--- src/btc_one_bit_audio_encoder_assert.svh ---
// ----------------------------------------------------------------------------
// BTC encoder assertion macros
// Concurrent check macros. They expand to nothing when SYNTHESIS is defined.
// ----------------------------------------------------------------------------
`ifndef BTC_ONE_BIT_AUDIO_ENCODER_ASSERT_SVH
`define BTC_ONE_BIT_AUDIO_ENCODER_ASSERT_SVH

`ifndef SYNTHESIS
// antecedent holds in the same cycle as the consequent
`define BTC_ASSERT_SAME(label, clk, rst, ante, cons, msg) \
  label: assert property (@(posedge clk) disable iff (rst) (ante) |-> (cons)) \
    else $error(msg);
// consequent holds in the cycle after the antecedent
`define BTC_ASSERT_NEXT(label, clk, rst, ante, cons, msg) \
  label: assert property (@(posedge clk) disable iff (rst) (ante) |=> (cons)) \
    else $error(msg);
`else
`define BTC_ASSERT_SAME(label, clk, rst, ante, cons, msg)
`define BTC_ASSERT_NEXT(label, clk, rst, ante, cons, msg)
`endif

`endif

--- src/btc_pkg.sv ---
// ----------------------------------------------------------------------------
// BTC encoder package
// Widths, constants, register indexes and shared types of the encoder.
// ----------------------------------------------------------------------------
`timescale 1ns / 1ps
`default_nettype none

package btc_pkg;

  localparam int SAMPLE_W = 16;
  localparam int BYTE_W   = 8;
  localparam int VOLT_W   = 16;   // holds 0..32768
  localparam int TGT_W    = 17;   // signed target
  localparam int AIM_W    = 18;   // signed aim (midpoint or target)
  localparam int DIFF_W   = 19;   // signed step-to-aim distance
  localparam int SHIFT_W  = 4;
  localparam int IDX_W    = 2;
  localparam int CFG_W    = 8;

  localparam logic [VOLT_W:0]    V_FULL     = 17'd32768;
  localparam logic [VOLT_W-1:0]  V_RESET    = 16'd8192;
  localparam logic [TGT_W-1:0]   TGT_OFFSET = 17'd8192;
  localparam logic [BYTE_W-1:0]  FILL_UP    = 8'h55;
  localparam logic [BYTE_W-1:0]  FILL_DOWN  = 8'hAA;

  // register indexes
  localparam logic [IDX_W-1:0] REG_STEP_SHIFT   = 2'd0;
  localparam logic [IDX_W-1:0] REG_SAMPLE_SHIFT = 2'd1;
  localparam logic [IDX_W-1:0] REG_OUT_MASK     = 2'd2;

  localparam logic [SHIFT_W-1:0] STEP_SHIFT_RST   = 4'd9;
  localparam logic [SHIFT_W-1:0] SAMPLE_SHIFT_RST = 4'd3;
  localparam logic [BYTE_W-1:0]  OUT_MASK_RST     = 8'hFF;

  typedef struct packed {
    logic [SHIFT_W-1:0] step_shift;
    logic [SHIFT_W-1:0] sample_shift;
    logic [BYTE_W-1:0]  out_mask;
  } cfg_t;

  // controller to datapath
  typedef struct packed {
    logic load_sample;  // capture sample, form target and midpoint
    logic step;         // decide one output bit
    logic first_bit;    // step is bit 0 of a byte
    logic even_bit;     // step is at an even bit position
    logic sel_target;   // aim at the target (second byte)
    logic out_load;     // move finished bytes into the output register
  } cmd_t;

endpackage

`default_nettype wire

--- src/btc_sample_if.sv ---
// ----------------------------------------------------------------------------
// BTC sample channel
// Valid/ready channel carrying one signed PCM sample per item.
// ----------------------------------------------------------------------------
`timescale 1ns / 1ps
`default_nettype none

interface btc_sample_if;
  import btc_pkg::*;

  logic                       valid;
  logic                       ready;
  logic signed [SAMPLE_W-1:0] sample;

  modport source (output valid, output sample, input ready);
  modport sink   (input valid, input sample, output ready);
endinterface

`default_nettype wire

--- src/btc_result_if.sv ---
// ----------------------------------------------------------------------------
// BTC result channel
// Valid/ready channel carrying the two pulse bytes of one sample.
// ----------------------------------------------------------------------------
`timescale 1ns / 1ps
`default_nettype none

interface btc_result_if;
  import btc_pkg::*;

  logic              valid;
  logic              ready;
  logic [BYTE_W-1:0] first_byte;
  logic [BYTE_W-1:0] second_byte;

  modport source (output valid, output first_byte, output second_byte, input ready);
  modport sink   (input valid, input first_byte, input second_byte, output ready);
endinterface

`default_nettype wire

--- src/btc_one_bit_audio_encoder.sv ---
// ----------------------------------------------------------------------------
// One-bit BTC audio encoder
// Turns each PCM sample into two bytes of 1-bit RC-filter pulses.
// ----------------------------------------------------------------------------
//   channel    dir  payload                      handshake
//   sample_ch  in   sample (s16)                 valid/ready
//   result_ch  out  first_byte, second_byte (u8) valid/ready
//   cfg        in   cfg_index, cfg_data          cfg_wr_en, no wait
//
// Each item runs through accept, 16 bit decisions (one per cycle through
// the single step/compare unit) and the output register load.
// A finished result waits in the output register; the next sample is taken
// meanwhile and only the final load waits for the register to empty.
// Reset: voltage 8192, step_shift 9, sample_shift 3, out_mask 0xFF.
// ----------------------------------------------------------------------------
`timescale 1ns / 1ps
`default_nettype none
`include "btc_one_bit_audio_encoder_assert.svh"

module btc_one_bit_audio_encoder (
  input  wire logic                        clk,
  input  wire logic                        rst,
  btc_sample_if.sink                       sample_ch,
  btc_result_if.source                     result_ch,
  input  wire logic                        cfg_wr_en,
  input  wire logic [btc_pkg::IDX_W-1:0]   cfg_index,
  input  wire logic [btc_pkg::CFG_W-1:0]   cfg_data
);
  import btc_pkg::*;

  cfg_t cfg;
  cmd_t cmd;

  // configuration registers
  always_ff @(posedge clk) begin
    if (rst) begin
      cfg.step_shift   <= STEP_SHIFT_RST;
      cfg.sample_shift <= SAMPLE_SHIFT_RST;
      cfg.out_mask     <= OUT_MASK_RST;
    end else if (cfg_wr_en) begin
      case (cfg_index)
        REG_STEP_SHIFT:   cfg.step_shift   <= cfg_data[SHIFT_W-1:0];
        REG_SAMPLE_SHIFT: cfg.sample_shift <= cfg_data[SHIFT_W-1:0];
        REG_OUT_MASK:     cfg.out_mask     <= cfg_data[BYTE_W-1:0];
        default: ;
      endcase
    end
  end

  btc_ctrl u_ctrl (
    .clk       (clk),
    .rst       (rst),
    .in_valid  (sample_ch.valid),
    .in_ready  (sample_ch.ready),
    .out_valid (result_ch.valid),
    .out_ready (result_ch.ready),
    .cmd       (cmd)
  );

  btc_datapath u_datapath (
    .clk         (clk),
    .rst         (rst),
    .cfg         (cfg),
    .cmd         (cmd),
    .sample      (sample_ch.sample),
    .first_byte  (result_ch.first_byte),
    .second_byte (result_ch.second_byte)
  );

  // checks
  `BTC_ASSERT_NEXT(a_busy_after_accept, clk, rst, sample_ch.valid && sample_ch.ready, !sample_ch.ready, "ready after accept")
  `BTC_ASSERT_NEXT(a_load_gives_valid, clk, rst, cmd.out_load, result_ch.valid, "no valid after load")
  `BTC_ASSERT_SAME(a_no_step_when_idle, clk, rst, sample_ch.ready, !cmd.step && !cmd.out_load, "step while idle")

endmodule

`default_nettype wire

--- src/btc_ctrl.sv ---
// ----------------------------------------------------------------------------
// BTC encoder controller
// Sequences one item: accept, sixteen bit decisions, hand-off to output.
// ----------------------------------------------------------------------------
`timescale 1ns / 1ps
`default_nettype none

module btc_ctrl (
  input  wire logic          clk,
  input  wire logic          rst,
  input  wire logic          in_valid,
  output logic               in_ready,
  output logic               out_valid,
  input  wire logic          out_ready,
  output btc_pkg::cmd_t      cmd
);
  import btc_pkg::*;

  typedef enum logic [2:0] {
    S_IDLE,
    S_BYTE1,
    S_BYTE2,
    S_PUT
  } state_t;

  state_t     state;
  logic [2:0] pos;
  logic       out_free;

  assign out_free = !out_valid || out_ready;
  assign in_ready = (state == S_IDLE);

  // command decode
  always_comb begin
    cmd             = '0;
    cmd.load_sample = (state == S_IDLE) && in_valid;
    cmd.step        = (state == S_BYTE1) || (state == S_BYTE2);
    cmd.first_bit   = (pos == 3'd0);
    cmd.even_bit    = !pos[0];
    cmd.sel_target  = (state == S_BYTE2);
    cmd.out_load    = (state == S_PUT) && out_free;
  end

  // state, bit counter and output valid
  always_ff @(posedge clk) begin
    if (rst) begin
      state     <= S_IDLE;
      pos       <= 3'd0;
      out_valid <= 1'b0;
    end else begin
      case (state)
        S_IDLE: begin
          pos <= 3'd0;
          if (in_valid) state <= S_BYTE1;
        end
        S_BYTE1: begin
          pos <= pos + 3'd1;
          if (pos == 3'd7) state <= S_BYTE2;
        end
        S_BYTE2: begin
          pos <= pos + 3'd1;
          if (pos == 3'd7) state <= S_PUT;
        end
        S_PUT: begin
          if (out_free) state <= S_IDLE;
        end
        default: state <= S_IDLE;
      endcase
      // valid set on load, cleared once the item is taken
      if (cmd.out_load) out_valid <= 1'b1;
      else if (out_ready) out_valid <= 1'b0;
    end
  end

endmodule

`default_nettype wire

--- src/btc_datapath.sv ---
// ----------------------------------------------------------------------------
// BTC encoder datapath
// RC voltage model, aim registers, bit decision and output register.
// ----------------------------------------------------------------------------
`timescale 1ns / 1ps
`default_nettype none

module btc_datapath (
  input  wire logic                          clk,
  input  wire logic                          rst,
  input  wire btc_pkg::cfg_t                 cfg,
  input  wire btc_pkg::cmd_t                 cmd,
  input  wire logic signed [btc_pkg::SAMPLE_W-1:0] sample,
  output logic [btc_pkg::BYTE_W-1:0]         first_byte,
  output logic [btc_pkg::BYTE_W-1:0]         second_byte
);
  import btc_pkg::*;

  logic [VOLT_W-1:0]        volt;
  logic                     hold;
  logic                     fill;
  logic signed [TGT_W-1:0]  tgt;
  logic signed [AIM_W-1:0]  mid;
  logic [2*BYTE_W-1:0]      acc;

  logic signed [SAMPLE_W-1:0] shifted;
  logic signed [TGT_W-1:0]    tgt_next;
  logic signed [AIM_W-1:0]    sum;
  logic signed [AIM_W-1:0]    mid_next;

  logic signed [AIM_W-1:0]  aim;
  logic [VOLT_W:0]          rise;
  logic [VOLT_W:0]          up_w;
  logic [VOLT_W-1:0]        up;
  logic [VOLT_W-1:0]        down;
  logic signed [DIFF_W-1:0] du;
  logic signed [DIFF_W-1:0] dd;
  logic [DIFF_W-1:0]        mag_u;
  logic [DIFF_W-1:0]        mag_d;
  logic                     closer_up;
  logic                     between;
  logic                     holding;
  logic                     bit_out;

  // target and midpoint from the new sample (midpoint truncates toward zero)
  always_comb begin
    shifted  = sample >>> cfg.sample_shift;
    tgt_next = {shifted[SAMPLE_W-1], shifted} + $signed(TGT_OFFSET);
    sum      = $signed({2'b00, volt}) + {tgt_next[TGT_W-1], tgt_next};
    mid_next = (sum >>> 1) + $signed({{(AIM_W-1){1'b0}}, sum[AIM_W-1] & sum[0]});
  end

  // up/down steps and their distance to the aim
  always_comb begin
    aim       = cmd.sel_target ? {tgt[TGT_W-1], tgt} : mid;
    rise      = (V_FULL - {1'b0, volt}) >> cfg.step_shift;
    up_w      = {1'b0, volt} + rise;
    up        = up_w[VOLT_W-1:0];
    down      = volt - (volt >> cfg.step_shift);
    du        = $signed({3'b000, up}) - {aim[AIM_W-1], aim};
    dd        = $signed({3'b000, down}) - {aim[AIM_W-1], aim};
    mag_u     = du[DIFF_W-1] ? -du : du;
    mag_d     = dd[DIFF_W-1] ? -dd : dd;
    closer_up = mag_u < mag_d;
    between   = cmd.even_bit && !du[DIFF_W-1] && (du != '0) && dd[DIFF_W-1];
    holding   = hold && !cmd.first_bit;
    bit_out   = holding ? fill : closer_up;
  end

  // voltage and hold-pattern state
  always_ff @(posedge clk) begin
    if (rst) begin
      volt <= V_RESET;
      hold <= 1'b0;
      fill <= 1'b0;
    end else if (cmd.step) begin
      if (holding) begin
        fill <= ~fill;
      end else if (between) begin
        // 0x55 fill when up is closer, 0xAA otherwise, from the LSB upward
        hold <= 1'b1;
        fill <= closer_up ? FILL_UP[1] : FILL_DOWN[1];
      end else begin
        hold <= 1'b0;
        volt <= closer_up ? up : down;
      end
    end
  end

  // aim registers, bit accumulator and output register
  always_ff @(posedge clk) begin
    if (cmd.load_sample) begin
      tgt <= tgt_next;
      mid <= mid_next;
    end
    if (cmd.step) acc <= {acc[2*BYTE_W-2:0], bit_out};
    if (cmd.out_load) begin
      first_byte  <= acc[2*BYTE_W-1:BYTE_W] & cfg.out_mask;
      second_byte <= acc[BYTE_W-1:0] & cfg.out_mask;
    end
  end

endmodule

`default_nettype wire

--- src/flat_wrapper.sv ---
// flat-port wrapper written by rule: the top's interface ports become plain ports
module btc_one_bit_audio_encoder_flat import btc_pkg::*;
  (clk, rst, cfg_wr_en, cfg_index, cfg_data, sample_ch_valid, sample_ch_sample, sample_ch_ready, result_ch_valid, result_ch_first_byte, result_ch_second_byte, result_ch_ready);
  btc_sample_if sample_ch_i ();
  btc_result_if result_ch_i ();
  input  wire logic clk;
  input  wire logic rst;
  input  wire logic cfg_wr_en;
  input  wire logic [btc_pkg::IDX_W-1:0] cfg_index;
  input  wire logic [btc_pkg::CFG_W-1:0] cfg_data;
  input wire logic [$bits(sample_ch_i.valid)-1:0] sample_ch_valid;
  input wire logic [$bits(sample_ch_i.sample)-1:0] sample_ch_sample;
  output wire logic [$bits(sample_ch_i.ready)-1:0] sample_ch_ready;
  output wire logic [$bits(result_ch_i.valid)-1:0] result_ch_valid;
  output wire logic [$bits(result_ch_i.first_byte)-1:0] result_ch_first_byte;
  output wire logic [$bits(result_ch_i.second_byte)-1:0] result_ch_second_byte;
  input wire logic [$bits(result_ch_i.ready)-1:0] result_ch_ready;
  assign sample_ch_i.valid = sample_ch_valid;
  assign sample_ch_i.sample = sample_ch_sample;
  assign sample_ch_ready = sample_ch_i.ready;
  assign result_ch_valid = result_ch_i.valid;
  assign result_ch_first_byte = result_ch_i.first_byte;
  assign result_ch_second_byte = result_ch_i.second_byte;
  assign result_ch_i.ready = result_ch_ready;
  btc_one_bit_audio_encoder u_core (.clk(clk), .rst(rst), .sample_ch(sample_ch_i), .result_ch(result_ch_i), .cfg_wr_en(cfg_wr_en), .cfg_index(cfg_index), .cfg_data(cfg_data));
endmodule
--- config.mk ---
export PLATFORM = sky130hd
export DESIGN_NAME = btc_one_bit_audio_encoder_flat
export DESIGN_NICKNAME = d
export VERILOG_FILES = /design/src/btc_pkg.sv /design/src/btc_sample_if.sv /design/src/btc_result_if.sv /design/src/btc_one_bit_audio_encoder.sv /design/src/btc_ctrl.sv /design/src/btc_datapath.sv /design/src/flat_wrapper.sv
export VERILOG_INCLUDE_DIRS = /design/src /design/src/src
export SDC_FILE = /design/constraint.sdc
export NUM_CORES = 1
export LEC_CHECK = 0
export CAP_MARGIN = 25
export CORE_AREA = 10 10 197 199
export DETAILED_ROUTE_END_ITERATION = 7
export DIE_AREA = 0 0 207 209
export DONT_BUFFER_PORTS = 1
export GPL_TIMING_DRIVEN = 0
export PLACE_DENSITY = 0.45
export REMOVE_ABC_BUFFERS = 1
export SYNTH_ARGS = -nofsm -noshare
export SYNTH_HDL_FRONTEND = slang
export SYNTH_HIERARCHICAL = 1
export SYNTH_SLANG_ARGS = --single-unit
export TNS_END_PERCENT = 50
--- constraint.sdc ---
create_clock -name clk -period 23 [get_ports clk]
set_input_delay 0 -clock clk [delete_from_list [all_inputs] [get_ports clk]]
set_output_delay 0 -clock clk [all_outputs]
set_load 0.1 [all_outputs]
==> run_results.csv <==
group,metric,value,unit
global_route,grt_overflow_total,0,
critical_path,crit-reg2reg-launch,"u_core/u_datapath/volt[1]",
clock_network,worst_setup_hold_path_clk_slew,0.09,ns
critical_path,slowest_stage,"sky130_fd_sc_hd__a31oi_4",
clock_network,clk-insertion-delay-late,0.37,ns
routing,dr_total_vias,10500,
timing,worst_slew_pin_slew,1.09,ns
placed_design,place_hpwl,28300,um
logic_synthesis,synth_enable_flop_cells,67,
floorplan,die_h,209,um
cells_and_area,post_route_cells_drive_above_1_share,7.26,%
min_path,timing.hold.worst.class,"in -> reg",
placed_design,io_buffer_count,0,
logic_synthesis,postSynthCellCount,1439,
critical_path,crit_path_start_kind,"flop",
floorplan,fp.dieArea,0.0433,mm^2
floorplan,initial_utilization,34.2,%
logic_synthesis,ys_seq_elements,107,
timing,layout_worst_path_cycle_share,51.0,%
routing,drtAntennaViolNets,0,
floorplan,design.core.area,0.0351,mm^2
timing,fmax,85.3,MHz
placed_design,gp_congestion,0.847,
critical_path,crit_required,23.26,ns
global_route,groute.usage.overall,16.6,%
critical_path,worstSetupPathDepth,40,
logic_synthesis,syn-cell-area,0.0120,mm^2
floorplan,core.rowCount,69,
timing,final.setup.tns,0,ns
critical_path,cp_slowest_stage_delay,0.81,ns
routing,firstDrtPassIters,5,
global_route,antenna_found_initial,0,
clock_network,cts_tree,"built",
global_route,grt_pass1_vias,10100,
critical_path,cp_top_family,"compound AO/OA/AOI/OAI gates",
critical_path,ff2ff_path_depth,40,
cells_and_area,final_area,0.0130,mm^2
critical_path,worst_setup_path_startpoint,"u_core/u_datapath/volt[1]",
logic_synthesis,yosysWarnings,6,
cells_and_area,area_growth,8.32,%
critical_path,kind_of_end_point_of_the_critical_path,"flop",
critical_path,timing.critical_path.fanout_max,23,
routing,routed_wire_length_per_instance,19.6,um
routing,post-route-drc-count,0,
critical_path,critical_path_buffer_and_inverter_count,4,
placed_design,dpl-instance-area,0.0125,mm^2
logic_synthesis,ys.flop_type,"sky130_fd_sc_hd__edfxtp_1",
logic_synthesis,yosysUniqueCellTypes,94,
logic_synthesis,async_reset_ff_share,0,%
timing,relSlewSlack,27.2,%
global_route,largest_net_degree_at_the_start_of_global_routing,53,
clock_network,cts.repair.resized,0,
global_route,grt_pass1_wl,58100,um
clock_network,numCtsBuffers,9,
critical_path,crit_path_arrival_time,11.98,ns
timing,setup_viol,0,
timing,rsz_0062_raised_after_global_routing,"false",
logic_synthesis,syn-mean-instance-area,8.34,um^2
flow_run,timing.max_cap.violations,0,
status,result_of_the_run,"finished clean",
timing,min_period,11.72,ns
clock_network,root_buffer_master,"sky130_fd_sc_hd__clkbuf_16",
routing,postRouteWirelength,36900,um
cells_and_area,nets,1556,
timing,hold_violations,0,
floorplan,die_width,207,um
critical_path,worstSetupPathType,"reg -> reg",
clock_network,number_of_buffers_on_the_longest_clock_path,2,
clock_network,clock-sinks,107,
logic_synthesis,synth_sequential_area_ratio,23.4,%
timing,final.setup_skew,0.0132,ns
routing,detail_route.iter0.violations,713,
critical_path,regToRegEndpoint,"u_core/u_datapath/volt[9]",
routing,detail_route.vias_per_cell,5.56,
clock_network,h-tree-depth,3,
critical_path,reg2reg_slack,11.28,ns
critical_path,cp-endpoint,"u_core/u_datapath/volt[9]",
timing,final-max-slew-violation-count,0,
floorplan,ios,49,
## registers in the layout (all words and copies together), names as in the netlist
signal	cells
u_core/u_datapath/volt	16
u_core/u_datapath/mid	18
u_core/u_datapath/first_byte	8
u_core/u_datapath/fill	1
u_core/u_datapath/hold	1
u_core/u_datapath/tgt	17
u_core/u_ctrl/state	2
u_core/u_ctrl/pos	3
u_core/u_ctrl/out_valid	1
u_core/cfg	16
u_core/u_datapath/second_byte	8
u_core/u_datapath/acc	16
## timing repair
action,4_1_cts,5_1_grt
buffers inserted,0,0
hold buffers,16,0
endpoints found under the hold margin,42,0
## synth_stat cells, types with 4 or more instances
library cell	instances	area, um^2
sky130_fd_sc_hd__a2111oi_0	4	35.0
sky130_fd_sc_hd__a211o_1	5	43.8
sky130_fd_sc_hd__a211oi_1	27	203
sky130_fd_sc_hd__a211oi_2	9	113
sky130_fd_sc_hd__a21boi_0	10	75.1
sky130_fd_sc_hd__a21o_1	24	180
sky130_fd_sc_hd__a21oi_1	106	531
sky130_fd_sc_hd__a31oi_1	18	113
sky130_fd_sc_hd__and2_1	32	200
sky130_fd_sc_hd__and3_1	9	56.3
sky130_fd_sc_hd__buf_1	9	33.8
sky130_fd_sc_hd__buf_2	5	25.0
sky130_fd_sc_hd__clkbuf_1	45	169
sky130_fd_sc_hd__dfxtp_1	40	801
sky130_fd_sc_hd__edfxtp_1	67	2010
sky130_fd_sc_hd__fa_1	5	100
sky130_fd_sc_hd__ha_1	107	1340
sky130_fd_sc_hd__inv_1	58	218
sky130_fd_sc_hd__mux2_2	16	180
sky130_fd_sc_hd__mux2i_1	86	861
sky130_fd_sc_hd__mux4_2	11	248
sky130_fd_sc_hd__nand2_1	118	443
sky130_fd_sc_hd__nand2b_1	30	188
sky130_fd_sc_hd__nand3_1	33	165
sky130_fd_sc_hd__nand4_1	6	37.5
sky130_fd_sc_hd__nor2_1	151	567
sky130_fd_sc_hd__nor2b_1	27	169
sky130_fd_sc_hd__nor3_1	36	180
sky130_fd_sc_hd__nor3b_1	7	52.6
sky130_fd_sc_hd__nor4_1	7	43.8
sky130_fd_sc_hd__o2111ai_1	4	35.0
sky130_fd_sc_hd__o211ai_1	7	52.6
sky130_fd_sc_hd__o21a_1	15	113
sky130_fd_sc_hd__o21ai_0	74	370
sky130_fd_sc_hd__o21ai_1	5	25.0
sky130_fd_sc_hd__o21bai_1	5	37.5
sky130_fd_sc_hd__o22ai_1	11	68.8
sky130_fd_sc_hd__o31ai_1	6	45.0
sky130_fd_sc_hd__or2_2	9	56.3
sky130_fd_sc_hd__or3_1	8	50.1
sky130_fd_sc_hd__xnor2_1	66	578
sky130_fd_sc_hd__xor2_1	39	342
## per-stage QoR
stage	worst slack, ns	cells	hold slack (ns)	util (%)
2_1_floorplan	13.30	1377	0.0646	-
3_3_place_gp	10.06	1838	0.0861	35.1
3_5_place_dp	11.85	1847	0.0876	35.7
4_1_cts	11.42	1879	0.00812	37.1
5_1_grt	10.40	1879	0.00512	37.1
6_report	11.28	1881	0.00997	37.1
## layout make-up
cell class | count | area (um^2)
Clock inverter | 6 | 82.6
Timing Repair Buffer | 25 | 344
Fill cell | 3676 | 22100
Inverter | 59 | 221
Sequential cell | 107 | 2820
Antenna cell | 2 | 5.00
Multi-Input combinational cell | 1211 | 8720
Tap cell | 461 | 577
Clock buffer | 10 | 229
## how the worst min path moves through the flow
stage                    startpoint                          to  slack, ns  depth (start not counted)
2_1_floorplan                   rst  u_core/u_datapath/volt[10]       0.06                          1
3_3_place_gp                    rst   u_core/u_datapath/volt[8]       0.09                          1
3_5_place_dp                    rst     u_core/u_ctrl/out_valid       0.09                          1
4_1_cts        sample_ch_sample[15]    u_core/u_datapath/tgt[4]      0.008                          1
5_1_grt        sample_ch_sample[15]    u_core/u_datapath/tgt[4]      0.005                          1
6_report                  cfg_wr_en              u_core/cfg[10]       0.01                          2
## cells by family after synthesis
logic type / after synthesis / synth area share, %
DFF: 107 / 23.4
adders and majority gates: 113 / 12.1
buffers and inverters: 121 / 4.02
and+or+nand+nor: 493 / 19.8
AOI/OAI and AO/OA: 381 / 21.6
muxes: 114 / 10.8
xor gates and xnor gates: 108 / 8.13
other: 2 / 0.0626
## layout by cell type (no fill, tap or decap), drive strengths merged, types with 6 or more instances in the layout
cell type | Yosys | layout
o211ai | 7 | 7
o31ai | 9 | 9
and3 | 9 | 9
ha | 107 | 107
edfxtp | 67 | 67
xnor2 | 66 | 66
and2 | 33 | 33
o22ai | 11 | 11
a21boi | 11 | 11
xor2 | 41 | 41
dfxtp | 40 | 40
o21a | 15 | 15
nand3 | 33 | 33
a211oi | 36 | 36
mux4 | 11 | 11
dlygate4sd3 | 0 | 15
clkbuf | 45 | 10
nor2 | 152 | 152
a21oi | 108 | 108
a31oi | 18 | 18
buf | 17 | 10
or3 | 8 | 8
inv | 59 | 62
nor3b | 8 | 8
nand4 | 6 | 6
nor4 | 7 | 7
nand2b | 30 | 30
a21o | 24 | 24
o21ai | 80 | 80
mux2 | 17 | 17
nor2b | 27 | 27
nor3 | 39 | 39
nand2 | 118 | 118
mux2i | 86 | 86
or2 | 12 | 12
## per-layer routing
layer	GRT usage, %	share of wire, %	vias to the layer above
li1	-	-	5215
met1	22.7	49	5037
met2	28.0	47	180
met3	1.74	3.4	19
met4	2.77	0.88	0
met5	0	0	-
Power is left out: the tool's default activity adds up to more than one toggle a clock period on the data nets, which glitch-free logic cannot reach.
